==> src/sv/mlft_pkg.sv <==
// ----------------------------------------------------------------------------
// mlft_pkg
// Shared types, constants and helpers for the MAC learning forwarding table.
// ----------------------------------------------------------------------------
package mlft_pkg;

	localparam int TABLE_DEPTH = 64;
	localparam int NUM_PORTS   = 16;
	localparam int IDX_W       = $clog2(TABLE_DEPTH);
	localparam int CNT_W       = IDX_W + 1;
	localparam int PORT_W      = 4;
	localparam int MAC_W       = 48;
	localparam int MASK_W      = 16;
	localparam int ENTRY_W     = MAC_W + PORT_W;

	localparam int S_TDATA_W   = 104;
	localparam int S_TUSER_W   = 1;
	localparam int M_TDATA_W   = 24;

	localparam int QUEUE_DEPTH = 2;
	localparam int QPTR_W      = $clog2(QUEUE_DEPTH);
	localparam int QCNT_W      = $clog2(QUEUE_DEPTH + 1);

	localparam logic [MAC_W-1:0] BCAST_MAC = {MAC_W{1'b1}};

	// Operation codes as carried in tuser.
	localparam logic OP_FRAME  = 1'b0;
	localparam logic OP_UNPLUG = 1'b1;

	typedef enum logic [1:0] {
		CMD_FRAME,
		CMD_UNPLUG,
		CMD_IGNORE
	} cmd_kind_t;

	typedef struct packed {
		cmd_kind_t          kind;
		logic               bcast;
		logic [PORT_W-1:0]  port;
		logic [MAC_W-1:0]   smac;
		logic [MAC_W-1:0]   dmac;
	} cmd_t;

	typedef enum logic [1:0] {
		ST_IDLE,
		ST_SCAN,
		ST_FINISH
	} scan_state_t;

	function automatic logic [MASK_W-1:0] port_bit(input logic [PORT_W-1:0] p);
		logic [MASK_W-1:0] bit_v;
		bit_v = '0;
		if (32'(p) < NUM_PORTS && 32'(p) < MASK_W) begin
			bit_v = MASK_W'(1) << p;
		end
		return bit_v;
	endfunction

endpackage

==> src/sv/mlft_front.sv <==
// ----------------------------------------------------------------------------
// mlft_front
// Input side: takes frame header and unplug transfers and classifies them
// into table commands for the command queue.
// ----------------------------------------------------------------------------
module mlft_front import mlft_pkg::*; (
	input  logic                  s_tvalid,
	output logic                  s_tready,
	input  logic [S_TDATA_W-1:0]  s_tdata,   // port_index, source_mac, dest_mac
	input  logic [S_TUSER_W-1:0]  s_tuser,   // operation
	input  logic                  queue_full,
	output logic                  push,
	output cmd_t                  push_cmd
);

	logic [PORT_W-1:0] port;

	assign port     = s_tdata[PORT_W-1:0];
	assign s_tready = !queue_full;
	assign push     = s_tvalid && !queue_full;

	always_comb begin
		push_cmd.port  = port;
		push_cmd.smac  = s_tdata[PORT_W+MAC_W-1:PORT_W];
		push_cmd.dmac  = s_tdata[PORT_W+2*MAC_W-1:PORT_W+MAC_W];
		push_cmd.bcast = (s_tdata[PORT_W+2*MAC_W-1:PORT_W+MAC_W] == BCAST_MAC);
		// Ports beyond the configured count leave the table untouched.
		if (32'(port) >= NUM_PORTS) begin
			push_cmd.kind = CMD_IGNORE;
		end else if (s_tuser[0] == OP_UNPLUG) begin
			push_cmd.kind = CMD_UNPLUG;
		end else begin
			push_cmd.kind = CMD_FRAME;
		end
	end

endmodule

==> src/sv/mlft_cmd_queue.sv <==
// ----------------------------------------------------------------------------
// mlft_cmd_queue
// Short command queue that decouples the input side from the table scanner.
// ----------------------------------------------------------------------------
module mlft_cmd_queue import mlft_pkg::*; (
	input  logic clk,
	input  logic arst_n,
	input  logic push,
	input  cmd_t push_cmd,
	output logic full,
	input  logic pop,
	output logic head_valid,
	output cmd_t head_cmd
);

	cmd_t              slot_q [QUEUE_DEPTH];
	logic [QPTR_W-1:0] wr_ptr_q;
	logic [QPTR_W-1:0] rd_ptr_q;
	logic [QCNT_W-1:0] count_q;
	logic              do_push;
	logic              do_pop;

	assign full       = (count_q == QCNT_W'(QUEUE_DEPTH));
	assign head_valid = (count_q != '0);
	assign head_cmd   = slot_q[rd_ptr_q];
	assign do_push    = push && !full;
	assign do_pop     = pop && head_valid;

	always_ff @(posedge clk or negedge arst_n) begin
		if (!arst_n) begin
			wr_ptr_q <= '0;
			rd_ptr_q <= '0;
			count_q  <= '0;
		end else begin
			if (do_push) begin
				wr_ptr_q <= (wr_ptr_q == QPTR_W'(QUEUE_DEPTH - 1)) ? '0 : wr_ptr_q + 1'b1;
			end
			if (do_pop) begin
				rd_ptr_q <= (rd_ptr_q == QPTR_W'(QUEUE_DEPTH - 1)) ? '0 : rd_ptr_q + 1'b1;
			end
			if (do_push && !do_pop) begin
				count_q <= count_q + 1'b1;
			end else if (do_pop && !do_push) begin
				count_q <= count_q - 1'b1;
			end
		end
	end

	always_ff @(posedge clk) begin
		if (do_push) begin
			slot_q[wr_ptr_q] <= push_cmd;
		end
	end

endmodule

==> src/sv/mlft_back.sv <==
// ----------------------------------------------------------------------------
// mlft_back
// Table engine: holds the entry memory and valid bits, scans all entries
// once per frame or unplug command, learns new pairs and forms the destination port mask.
// ----------------------------------------------------------------------------
module mlft_back import mlft_pkg::*; (
	input  logic                  clk,
	input  logic                  arst_n,
	input  logic                  cmd_valid,
	input  cmd_t                  cmd,
	output logic                  cmd_pop,
	output logic                  m_tvalid,
	input  logic                  m_tready,
	output logic [M_TDATA_W-1:0]  m_tdata    // port_mask, is_broadcast, learned_new, table_full
);

	scan_state_t        state_q;
	scan_state_t        state_d;
	logic               out_load;

	cmd_t               cmd_q;
	logic [TABLE_DEPTH-1:0] valid_q;
	logic [ENTRY_W-1:0] mem [TABLE_DEPTH];
	logic [CNT_W-1:0]   rd_cnt_q;
	logic [IDX_W-1:0]   rd_idx;
	logic               issue;

	logic               vld_s1;
	logic               valid_s1;
	logic [IDX_W-1:0]   idx_s1;
	logic [ENTRY_W-1:0] rd_data_s1;
	logic [MAC_W-1:0]   mac_s1;
	logic [PORT_W-1:0]  port_s1;

	logic               known_q;
	logic               free_found_q;
	logic [IDX_W-1:0]   free_idx_q;
	logic [MASK_W-1:0]  mask_q;

	logic               is_frame;
	logic               learn;
	logic               full;
	logic               bcast;
	logic [MASK_W-1:0]  mask_out;

	assign rd_idx  = rd_cnt_q[IDX_W-1:0];
	assign issue   = (state_q == ST_SCAN) && (rd_cnt_q < CNT_W'(TABLE_DEPTH));
	assign mac_s1  = rd_data_s1[ENTRY_W-1:PORT_W];
	assign port_s1 = rd_data_s1[PORT_W-1:0];

	always_ff @(posedge clk or negedge arst_n) begin
		if (!arst_n) begin
			state_q <= ST_IDLE;
		end else begin
			state_q <= state_d;
		end
	end

	always_comb begin
		state_d  = state_q;
		cmd_pop  = 1'b0;
		out_load = 1'b0;
		case (state_q)
			ST_IDLE: begin
				if (cmd_valid) begin
					cmd_pop = 1'b1;
					state_d = (cmd.kind == CMD_IGNORE) ? ST_FINISH : ST_SCAN;
				end
			end
			ST_SCAN: begin
				if (vld_s1 && idx_s1 == IDX_W'(TABLE_DEPTH - 1)) begin
					state_d = ST_FINISH;
				end
			end
			ST_FINISH: begin
				if (!m_tvalid || m_tready) begin
					out_load = 1'b1;
					state_d  = ST_IDLE;
				end
			end
			default: state_d = ST_IDLE;
		endcase
	end

	// The entry just learned counts toward the mask when its MAC equals dest.
	// For broadcast it is the receiving port and is excluded, so only unicast needs it.
	always_comb begin
		is_frame = (cmd_q.kind == CMD_FRAME);
		learn    = is_frame && !known_q && free_found_q;
		full     = is_frame && !known_q && !free_found_q;
		bcast    = is_frame && cmd_q.bcast;
		mask_out = '0;
		if (is_frame) begin
			mask_out = mask_q;
			if (learn && !cmd_q.bcast && cmd_q.smac == cmd_q.dmac) begin
				mask_out = mask_q | port_bit(cmd_q.port);
			end
		end
	end

	always_ff @(posedge clk or negedge arst_n) begin
		if (!arst_n) begin
			rd_cnt_q <= '0;
			vld_s1   <= 1'b0;
			valid_q  <= '0;
			m_tvalid <= 1'b0;
		end else begin
			if (cmd_pop) begin
				rd_cnt_q <= '0;
			end else if (issue) begin
				rd_cnt_q <= rd_cnt_q + 1'b1;
			end
			vld_s1 <= issue;
			if (vld_s1 && cmd_q.kind == CMD_UNPLUG && valid_s1 && port_s1 == cmd_q.port) begin
				valid_q[idx_s1] <= 1'b0;
			end
			if (out_load && learn) begin
				valid_q[free_idx_q] <= 1'b1;
			end
			if (out_load) begin
				m_tvalid <= 1'b1;
			end else if (m_tready) begin
				m_tvalid <= 1'b0;
			end
		end
	end

	always_ff @(posedge clk) begin
		if (issue) begin
			rd_data_s1 <= mem[rd_idx];
			valid_s1   <= valid_q[rd_idx];
			idx_s1     <= rd_idx;
		end
		if (out_load && learn) begin
			mem[free_idx_q] <= {cmd_q.smac, cmd_q.port};
		end
	end

	always_ff @(posedge clk) begin
		if (cmd_pop) begin
			cmd_q        <= cmd;
			known_q      <= 1'b0;
			free_found_q <= 1'b0;
			free_idx_q   <= '0;
			mask_q       <= '0;
		end else if (vld_s1 && cmd_q.kind == CMD_FRAME) begin
			if (valid_s1) begin
				if (mac_s1 == cmd_q.smac && port_s1 == cmd_q.port) begin
					known_q <= 1'b1;
				end
				if (cmd_q.bcast) begin
					if (port_s1 != cmd_q.port) begin
						mask_q <= mask_q | port_bit(port_s1);
					end
				end else if (mac_s1 == cmd_q.dmac) begin
					mask_q <= mask_q | port_bit(port_s1);
				end
			end else if (!free_found_q) begin
				free_found_q <= 1'b1;
				free_idx_q   <= idx_s1;
			end
		end
		if (out_load) begin
			m_tdata <= {{(M_TDATA_W - MASK_W - 3){1'b0}}, full, learn, bcast, mask_out};
		end
	end

endmodule

==> src/sv/mac_learning_forwarding_table_unit.sv <==
// ----------------------------------------------------------------------------
// mac_learning_forwarding_table_unit
// Learning bridge MAC table: learns source pairs and returns the port mask
// for each frame header; removes all entries of a port on unplug.
// ----------------------------------------------------------------------------
//  Channel  Dir  Payload                                          Per transfer
//  s_axis   in   tdata: port_index, source_mac, dest_mac         one command
//                tuser: operation
//  m_axis   out  tdata: port_mask, is_broadcast, learned_new,    one result
//                       table_full
//
//  A frame or unplug command is processed by a sequential scan of the entry
//  memory at one read per cycle.
//  Commands for ports beyond the port count skip the scan.
//  Reset clears every valid bit at once, so the table is empty after reset.
//  A two-entry command queue keeps taking input, until it is full, while the
//  engine scans or while a result waits in the output register for m_tready.
// ----------------------------------------------------------------------------
module mac_learning_forwarding_table_unit import mlft_pkg::*; (
	input  logic                  clk,
	input  logic                  arst_n,
	input  logic                  s_tvalid,
	output logic                  s_tready,
	input  logic [S_TDATA_W-1:0]  s_tdata,   // port_index[3:0], source_mac[51:4], dest_mac[99:52]
	input  logic [S_TUSER_W-1:0]  s_tuser,   // operation[0]
	output logic                  m_tvalid,
	input  logic                  m_tready,
	output logic [M_TDATA_W-1:0]  m_tdata    // port_mask[15:0], is_broadcast[16],
	                                         // learned_new[17], table_full[18]
);

	logic queue_full;
	logic push;
	cmd_t push_cmd;
	logic pop;
	logic head_valid;
	cmd_t head_cmd;

	mlft_front u_front (
		.s_tvalid   (s_tvalid),
		.s_tready   (s_tready),
		.s_tdata    (s_tdata),
		.s_tuser    (s_tuser),
		.queue_full (queue_full),
		.push       (push),
		.push_cmd   (push_cmd)
	);

	mlft_cmd_queue u_queue (
		.clk        (clk),
		.arst_n     (arst_n),
		.push       (push),
		.push_cmd   (push_cmd),
		.full       (queue_full),
		.pop        (pop),
		.head_valid (head_valid),
		.head_cmd   (head_cmd)
	);

	mlft_back u_back (
		.clk        (clk),
		.arst_n     (arst_n),
		.cmd_valid  (head_valid),
		.cmd        (head_cmd),
		.cmd_pop    (pop),
		.m_tvalid   (m_tvalid),
		.m_tready   (m_tready),
		.m_tdata    (m_tdata)
	);

endmodule
==> config.mk <==
export PLATFORM = sky130hd
export DESIGN_NAME = mac_learning_forwarding_table_unit
export DESIGN_NICKNAME = d
export VERILOG_FILES = /design/src/sv/mlft_pkg.sv /design/src/sv/mlft_front.sv /design/src/sv/mlft_cmd_queue.sv /design/src/sv/mlft_back.sv /design/src/sv/mac_learning_forwarding_table_unit.sv
export SDC_FILE = /design/constraint.sdc
export NUM_CORES = 2
export LEC_CHECK = 0
export ABC_CLOCK_PERIOD_IN_PS = 13200
export CAP_MARGIN = 20
export CORE_ASPECT_RATIO = 2
export CORE_UTILIZATION = 45
export DETAILED_ROUTE_END_ITERATION = 8
export DONT_BUFFER_PORTS = 1
export GPL_TIMING_DRIVEN = 0
export HOLD_SLACK_MARGIN = 0.15
export PLACE_DENSITY_LB_ADDON = 0.25
export SYNTH_ARGS = -nofsm -noshare
export SYNTH_HDL_FRONTEND = slang
export SYNTH_SLANG_ARGS = --single-unit
==> constraint.sdc <==
create_clock -name clk -period 13.2 [get_ports clk]
set_input_delay 1.98 -clock clk [delete_from_list [all_inputs] [get_ports clk]]
set_output_delay 1.98 -clock clk [all_outputs]
set_load 0.02 [all_outputs]
# After elaboration in Yosys (flattened, before gate mapping)
# Memory sizes are Yosys's and may differ from the RTL's. A register that Yosys moved wholly into a read port is not among the register bits.
# Cells that the tools add are included.
[op_classes]
shift = 2
n_bitwise = 8
mux = 46
n_eq_ne = 16
addsub = 5
n_reduce_logical = 41
n_lt_le_gt_ge = 6
[op_table]
columns = ["cell", "n"]
rows = [
  ["16-bit 2-to-1 mux", 16],
  ["48-bit == test", 3],
  ["64-bit 2-to-1 mux", 2],
  ["64-bit bitwise AND", 1],
  ["64-bit NOT", 1],
  ["64-bit OR", 1],
  ["48-bit == test, second input constant", 1],
  ["16-bit OR", 3],
  ["1-bit by 4-bit << shifter with 16-bit output, first input constant", 2],
  ["1-bit logical AND", 21],
  ["6-bit by 7-bit less-than comparator with 1-bit output, second input constant", 3],
  ["1-bit 2-to-1 mux", 16],
  ["7-bit 2-to-1 mux", 2],
  ["1-bit demux with 6-bit select", 2],
  ["6-bit by 1-bit >= comparator with 1-bit output, second input constant", 2],
  ["2-bit 2-to-1 mux", 6],
  ["2-bit nonzero test", 5],
  ["3-bit AND reduction", 3],
  ["7-bit by 1-bit adder with 7-bit output, second input constant", 1],
  ["1-bit zero test", 7],
  ["7-bit less-than comparator, second input constant", 1],
  ["1-bit binary-select mux with 6-bit select", 1],
  ["2-bit == test, second input constant", 3],
  ["6-bit == test, second input constant", 1],
  ["other kinds (14)", 20],
]
[word_totals]
mem_bits_rw = 3532
register_bits = 232
in_bits = 109
memories = 2
out_inout_bits = 26
[mem_list]
columns = ["name", "words", "word_bits", "read_ports", "rd_ports_with_merged_regs", "write_ports", "line", "rtl"]
rows = [
  ["u_back.mem", 64, 52, 1, 1, 1, "mlft_back.sv:23", "logic [ENTRY_W-1:0] mem [TABLE_DEPTH];"],
  ["u_queue.slot_q", 2, 102, 1, 0, 1, "mlft_cmd_queue.sv:16", "cmd_t slot_q [QUEUE_DEPTH];"],
]

# Logic depth before layout (Yosys ltp)
[depth]
depth_word = 9
mapped_depth = 10
mapped_depth_nobuf = 7

# By module
# From an unflattened synthesis, not the netlist that was laid out.
[unflattened]
hier_cells = 6369
hier_area_um2 = 146708.2
[modules_own_cells]
columns = ["mod", "seq_area_each_um2", "area_each_um2", "instances", "cells_per_inst"]
rows = [
  ["mlft_back", 107728.3, 137946.1, 1, 5908],
  ["mlft_cmd_queue", 6286.0, 7882.6, 1, 340],
  ["mlft_front", 0.0, 879.6, 1, 121],
]

# Least setup slack after synthesis
# Ideal clock, no wire load.
[synth_path]
kind = "input to register"
start = "input port s_tvalid"
end = "memory u_queue.slot_q[0][0] in the netlist's numbering, enable pin"
n_path_buf = 0
arrival_time_ps = 6321
setup_time_ps = 564
slack_ps = 6315
path_stages = 2
cell_sequence = "nand2_1 > nor2_1"
[synth_between]
elab_chain_cells = 4
[synth_lines]
columns = ["item", "line", "rtl"]
rows = [
  ["from (decl)", "mac_learning_forwarding_table_unit.sv:22", "input logic s_tvalid,"],
  ["1-bit logical AND", "mlft_front.sv:20", "assign push = s_tvalid && !queue_full;"],
  ["1-bit logical AND", "mlft_cmd_queue.sv:26", "assign do_push = push && !full;"],
  ["1-bit 2-to-1 mux", "mlft_cmd_queue.sv:50", "if (do_push) begin"],
  ["1-bit 2-to-1 mux (not written as such)", "mlft_cmd_queue.sv:51", "slot_q[wr_ptr_q] <= push_cmd;"],
  ["to (decl)", "mlft_cmd_queue.sv:16", ""],
]
# No other way between the ends.

# Worst setup path in the final report
[layout_path]
start = "register u_back.rd_cnt_q[1]"
end = "register u_back.rd_data_s1[3] (read register of u_back.mem) (data pin)"
[layout_between]
elab_chain_cells = 2
[layout_lines]
columns = ["item", "line", "rtl"]
rows = [
  ["from (decl)", "mlft_back.sv:24", "logic [CNT_W-1:0] rd_cnt_q;"],
  ["from (signal assigned)", "mlft_back.sv:111", "rd_cnt_q <= rd_cnt_q + 1'b1;"],
  ["7-bit less-than comparator", "mlft_back.sv:47", "assign issue = (state_q == ST_SCAN) && (rd_cnt_q < CNT_W'(TABLE_DEPTH));"],
  ["1-bit logical AND", "mlft_back.sv:47", ""],
  ["to (decl)", "mlft_back.sv:31", "logic [ENTRY_W-1:0] rd_data_s1;"],
]
# Several ways; a longest one is shown, not always the timed one.
# A chain may end at the register's enable or synchronous reset.

==> metrics <==
most common cell in the netlist=edfxtp_1; Rel. slew slack=-0.05693; maximum vdd drop=0.1399 mV; CP Data Arrival Time=6.20 ns; mean number of vias per cell=6.198; Final Max Tran Viols=11; CTS tree=built; Post-CTS Setup Repair Bufs=0; 1st-iter DRT viols=8,284; synth warn=0; Die Ht=803.5 um; synthesized area per cell=22.34 um2; CP Launch Point=u_back.rd_cnt_q[1]; IO buf count=0; leakage power=52.02 nW; Async SR Flop Fraction=0.02071; maximum clock frequency=177.9 MHz; Multi-input gate area=29,350 um2; RSZ-0062 raised after global routing=no; Area growth, synth to finish=16.65%; status=finished with violations; via count=72,857; First-pass DRT Iterations=7; Core ar.=320,000 um2; maximum capacitance violations=1; first-pass GRT wire length=617,200 um; Distinct cells, synth=53; Setup Skew=0.07443 ns; global-route usage over all layers=0.2822; Final setup viols=0; final global-route overflow total=0; Synth Instances=6,471; CTS buffer count=335; most instantiated cells after synthesis=edfxtp_1, mux4_2, a22oi_1; CTS Hold Bufs=0; initial antenna violation count=53; Antenna Nets Post-Route=0; type of origin of the critical path=register; Synth top area share=0.7712; predominant post-synthesis flop cell=edfxtp_1; cell taking the most area after synthesis=edfxtp_1; Crit. End Element=register; Fin. Hold Viols=0; Least-Margin Pin Slew=1.585 ns; clock slew at reported path FFs=0.07 ns; power density over cell area=211.4 nW/um2; storage element area=113,900 um2; Initial Util=0.4517; Required @ worst endpoint=13.78 ns; failing checks=max-capacitance violations, max-slew violations; die area=323,600 um2; CTS max path bufs=4; vias in the first global route=74,127; #FFs+latches synth=3,815; r2r startpoint=u_back.rd_cnt_q[1]; Post-Synthesis Cell Area=144,500 um2; H-tree levels=5; Final #Nets=7,247; dpl ws=7.693 ns; final worst-path setup slack=7.578 ns; drc violations=0; CTS Root Cell=clkbuf_16; ranking of synthesized cells by area=edfxtp_1, mux4_2, a22oi_1; Seq/Total Area, Yosys=0.7882; latest clock arrival within the worst-skew pair=0.94 ns; Setup CP Type=reg2reg; I/O Pins=135; Die Wd=402.8 um; post-DP HPWL=327,900 um; largest net degree at the start of global routing=80; share of cells above drive strength 1=0.2668; routed len/inst=39.03 um; CP Max Fanout=10; final critical-path required period=5.622 ns; Fillers=24,551; number of synthesized flops with an enable pin=3,712; Post-CTS Resized=0; clock sinks=3,815; row count=294; hold wc startpoint=u_back.rd_cnt_q[3]; total negative setup slack=0 ns; gpl congestion=0.9755; final wirelength=458,800 um; period utilisation layout=0.4259; Hold/Removal Path Class=reg2reg
## flip-flops by register name, summed over array words and instances, names as in the netlist
| signal | count |
|---|---|
| u_back.state_q | 2 |
| u_back.mem | 3328 |
| u_queue.count_q | 2 |
| u_back.known_q | 1 |
| u_queue.slot_q | 204 |
| u_queue.wr_ptr_q | 1 |
| u_back.mask_q | 16 |
| u_back.rd_cnt_q | 7 |
| u_back.free_idx_q | 6 |
| u_back.valid_s1 | 1 |
| u_back.valid_q | 64 |
| u_back.vld_s1 | 1 |
| u_back.free_found_q | 1 |
| u_back.cmd_q | 102 |
| u_back.rd_data_s1 | 52 |
| u_back.m_tvalid | 1 |
| u_back.idx_s1 | 6 |
| u_queue.rd_ptr_q | 1 |
| u_back.m_tdata | 19 |
## cell usage in the layout, fill, tap and decap left out, types with 31 or more instances in the layout
master     instances
diode_2          214
o21ai_0          140
a21oi_1          140
nand4_1           42
mux2i_1           38
nor2_1            43
edfxtp_1        3712
xor2_1            90
buf_2             72
clkbuf_16        341
buf_8             31
dfrtp_1           79
buf_4             55
bufinv_16         35
clkbuf_1         233
clkinv_2          51
a22oi_1          298
buf_16           127
o22ai_1          105
mux2_2           111
or4_1             40
nor2_4            66
nand2_1           69
buf_1             42
clkinv_1          69
buf_12           145
xnor2_1           60
mux4_2           848
## logic make-up (layout without fill, tap and decap cells)
kind of cell,Yosys count,after routing,synth area share
flip-flops,3815,3815,0.7882
multiplexers,997,997,0.1434
AO/OA/AOI/OAI,731,731,0.03248
AND/OR/NAND/NOR,392,392,0.01420
buffers and inverters,383,1304,0.01246
XOR/XNOR,150,150,0.009089
adder cells (fa/ha/maj),2,2,0.0001731
other,1,219,0.00002594
## worst max-delay path, cell delays in order (launching register included)
cell,delay (ns)
dfrtp_1,0.39
buf_2,0.43
buf_2,0.59
buf_2,0.64
clkbuf_1,0.80
mux4_2,0.37
mux2i_1,0.08
a22oi_1,0.80
nand2_1,0.21
o21ai_0,0.92
## worst paths after layout
check | cells past startpoint | slack (ns) | endpoint
worst max-delay path | 9 | 7.58 | u_back.rd_data_s1[3]
worst min register to register | 0 | 0.45 | u_back.idx_s1[3]
max in group asynchronous | 0 | 12.27 | u_back.valid_q[1]
min in group asynchronous | 0 | 0.74 | u_back.valid_q[8]
worst max register to register | 9 | 7.58 | u_back.rd_data_s1[3]
worst min-delay path | 0 | 0.45 | u_back.idx_s1[3]
## metrics by stage
| stage | std cells | total power, W | hold slack [ns] | cell area (um2) | utilization |
|---|---|---|---|---|---|
| after floorplan | 6475 | 0.02074 | 0.4196 | 144600 | - |
| after global placement | 10619 | 0.02526 | 0.4342 | 149700 | 0.4679 |
| after detailed placement | 10939 | 0.02590 | 0.4274 | 157300 | 0.4915 |
| after CTS | 11536 | 0.03568 | 0.4515 | 168000 | 0.5250 |
| after global routing | 11733 | 0.03643 | 0.4643 | 168600 | 0.5267 |
| final | 11754 | 0.03565 | 0.4509 | 168600 | 0.5269 |
## per-layer routing
| layer | vias to the layer above | wire [um] | track usage |
|---|---|---|---|
| li1 | 28963 | - | - |
| met3 | 883 | 28170 | 0.04092 |
| met5 | - | 12 | 0 |
| met1 | 39495 | 150000 | 0.3081 |
| met4 | 2 | 41550 | 0.2313 |
| met2 | 3514 | 239100 | 0.4882 |
## report_power, final
part	switching, W	internal, W	total [W]	leakage, nW
Clock	0.00445	0.00545	0.00990	5.21
Sequential	0.000497	0.0144	0.0149	34.5
Combinational	0.00683	0.00403	0.0109	12.3
## cell type report
cell class,instances,area share
tap,4144,0.03075
sequential,3815,0.6756
clock buffer,406,0.05217
timing repair buffer,324,0.04196
clock inverter,191,0.01143
antenna,214,0.003176
multi-input combinational,2277,0.1741
inverter,27,0.0006011
buffer,356,0.01018
(Power assumes the default switching activity.)
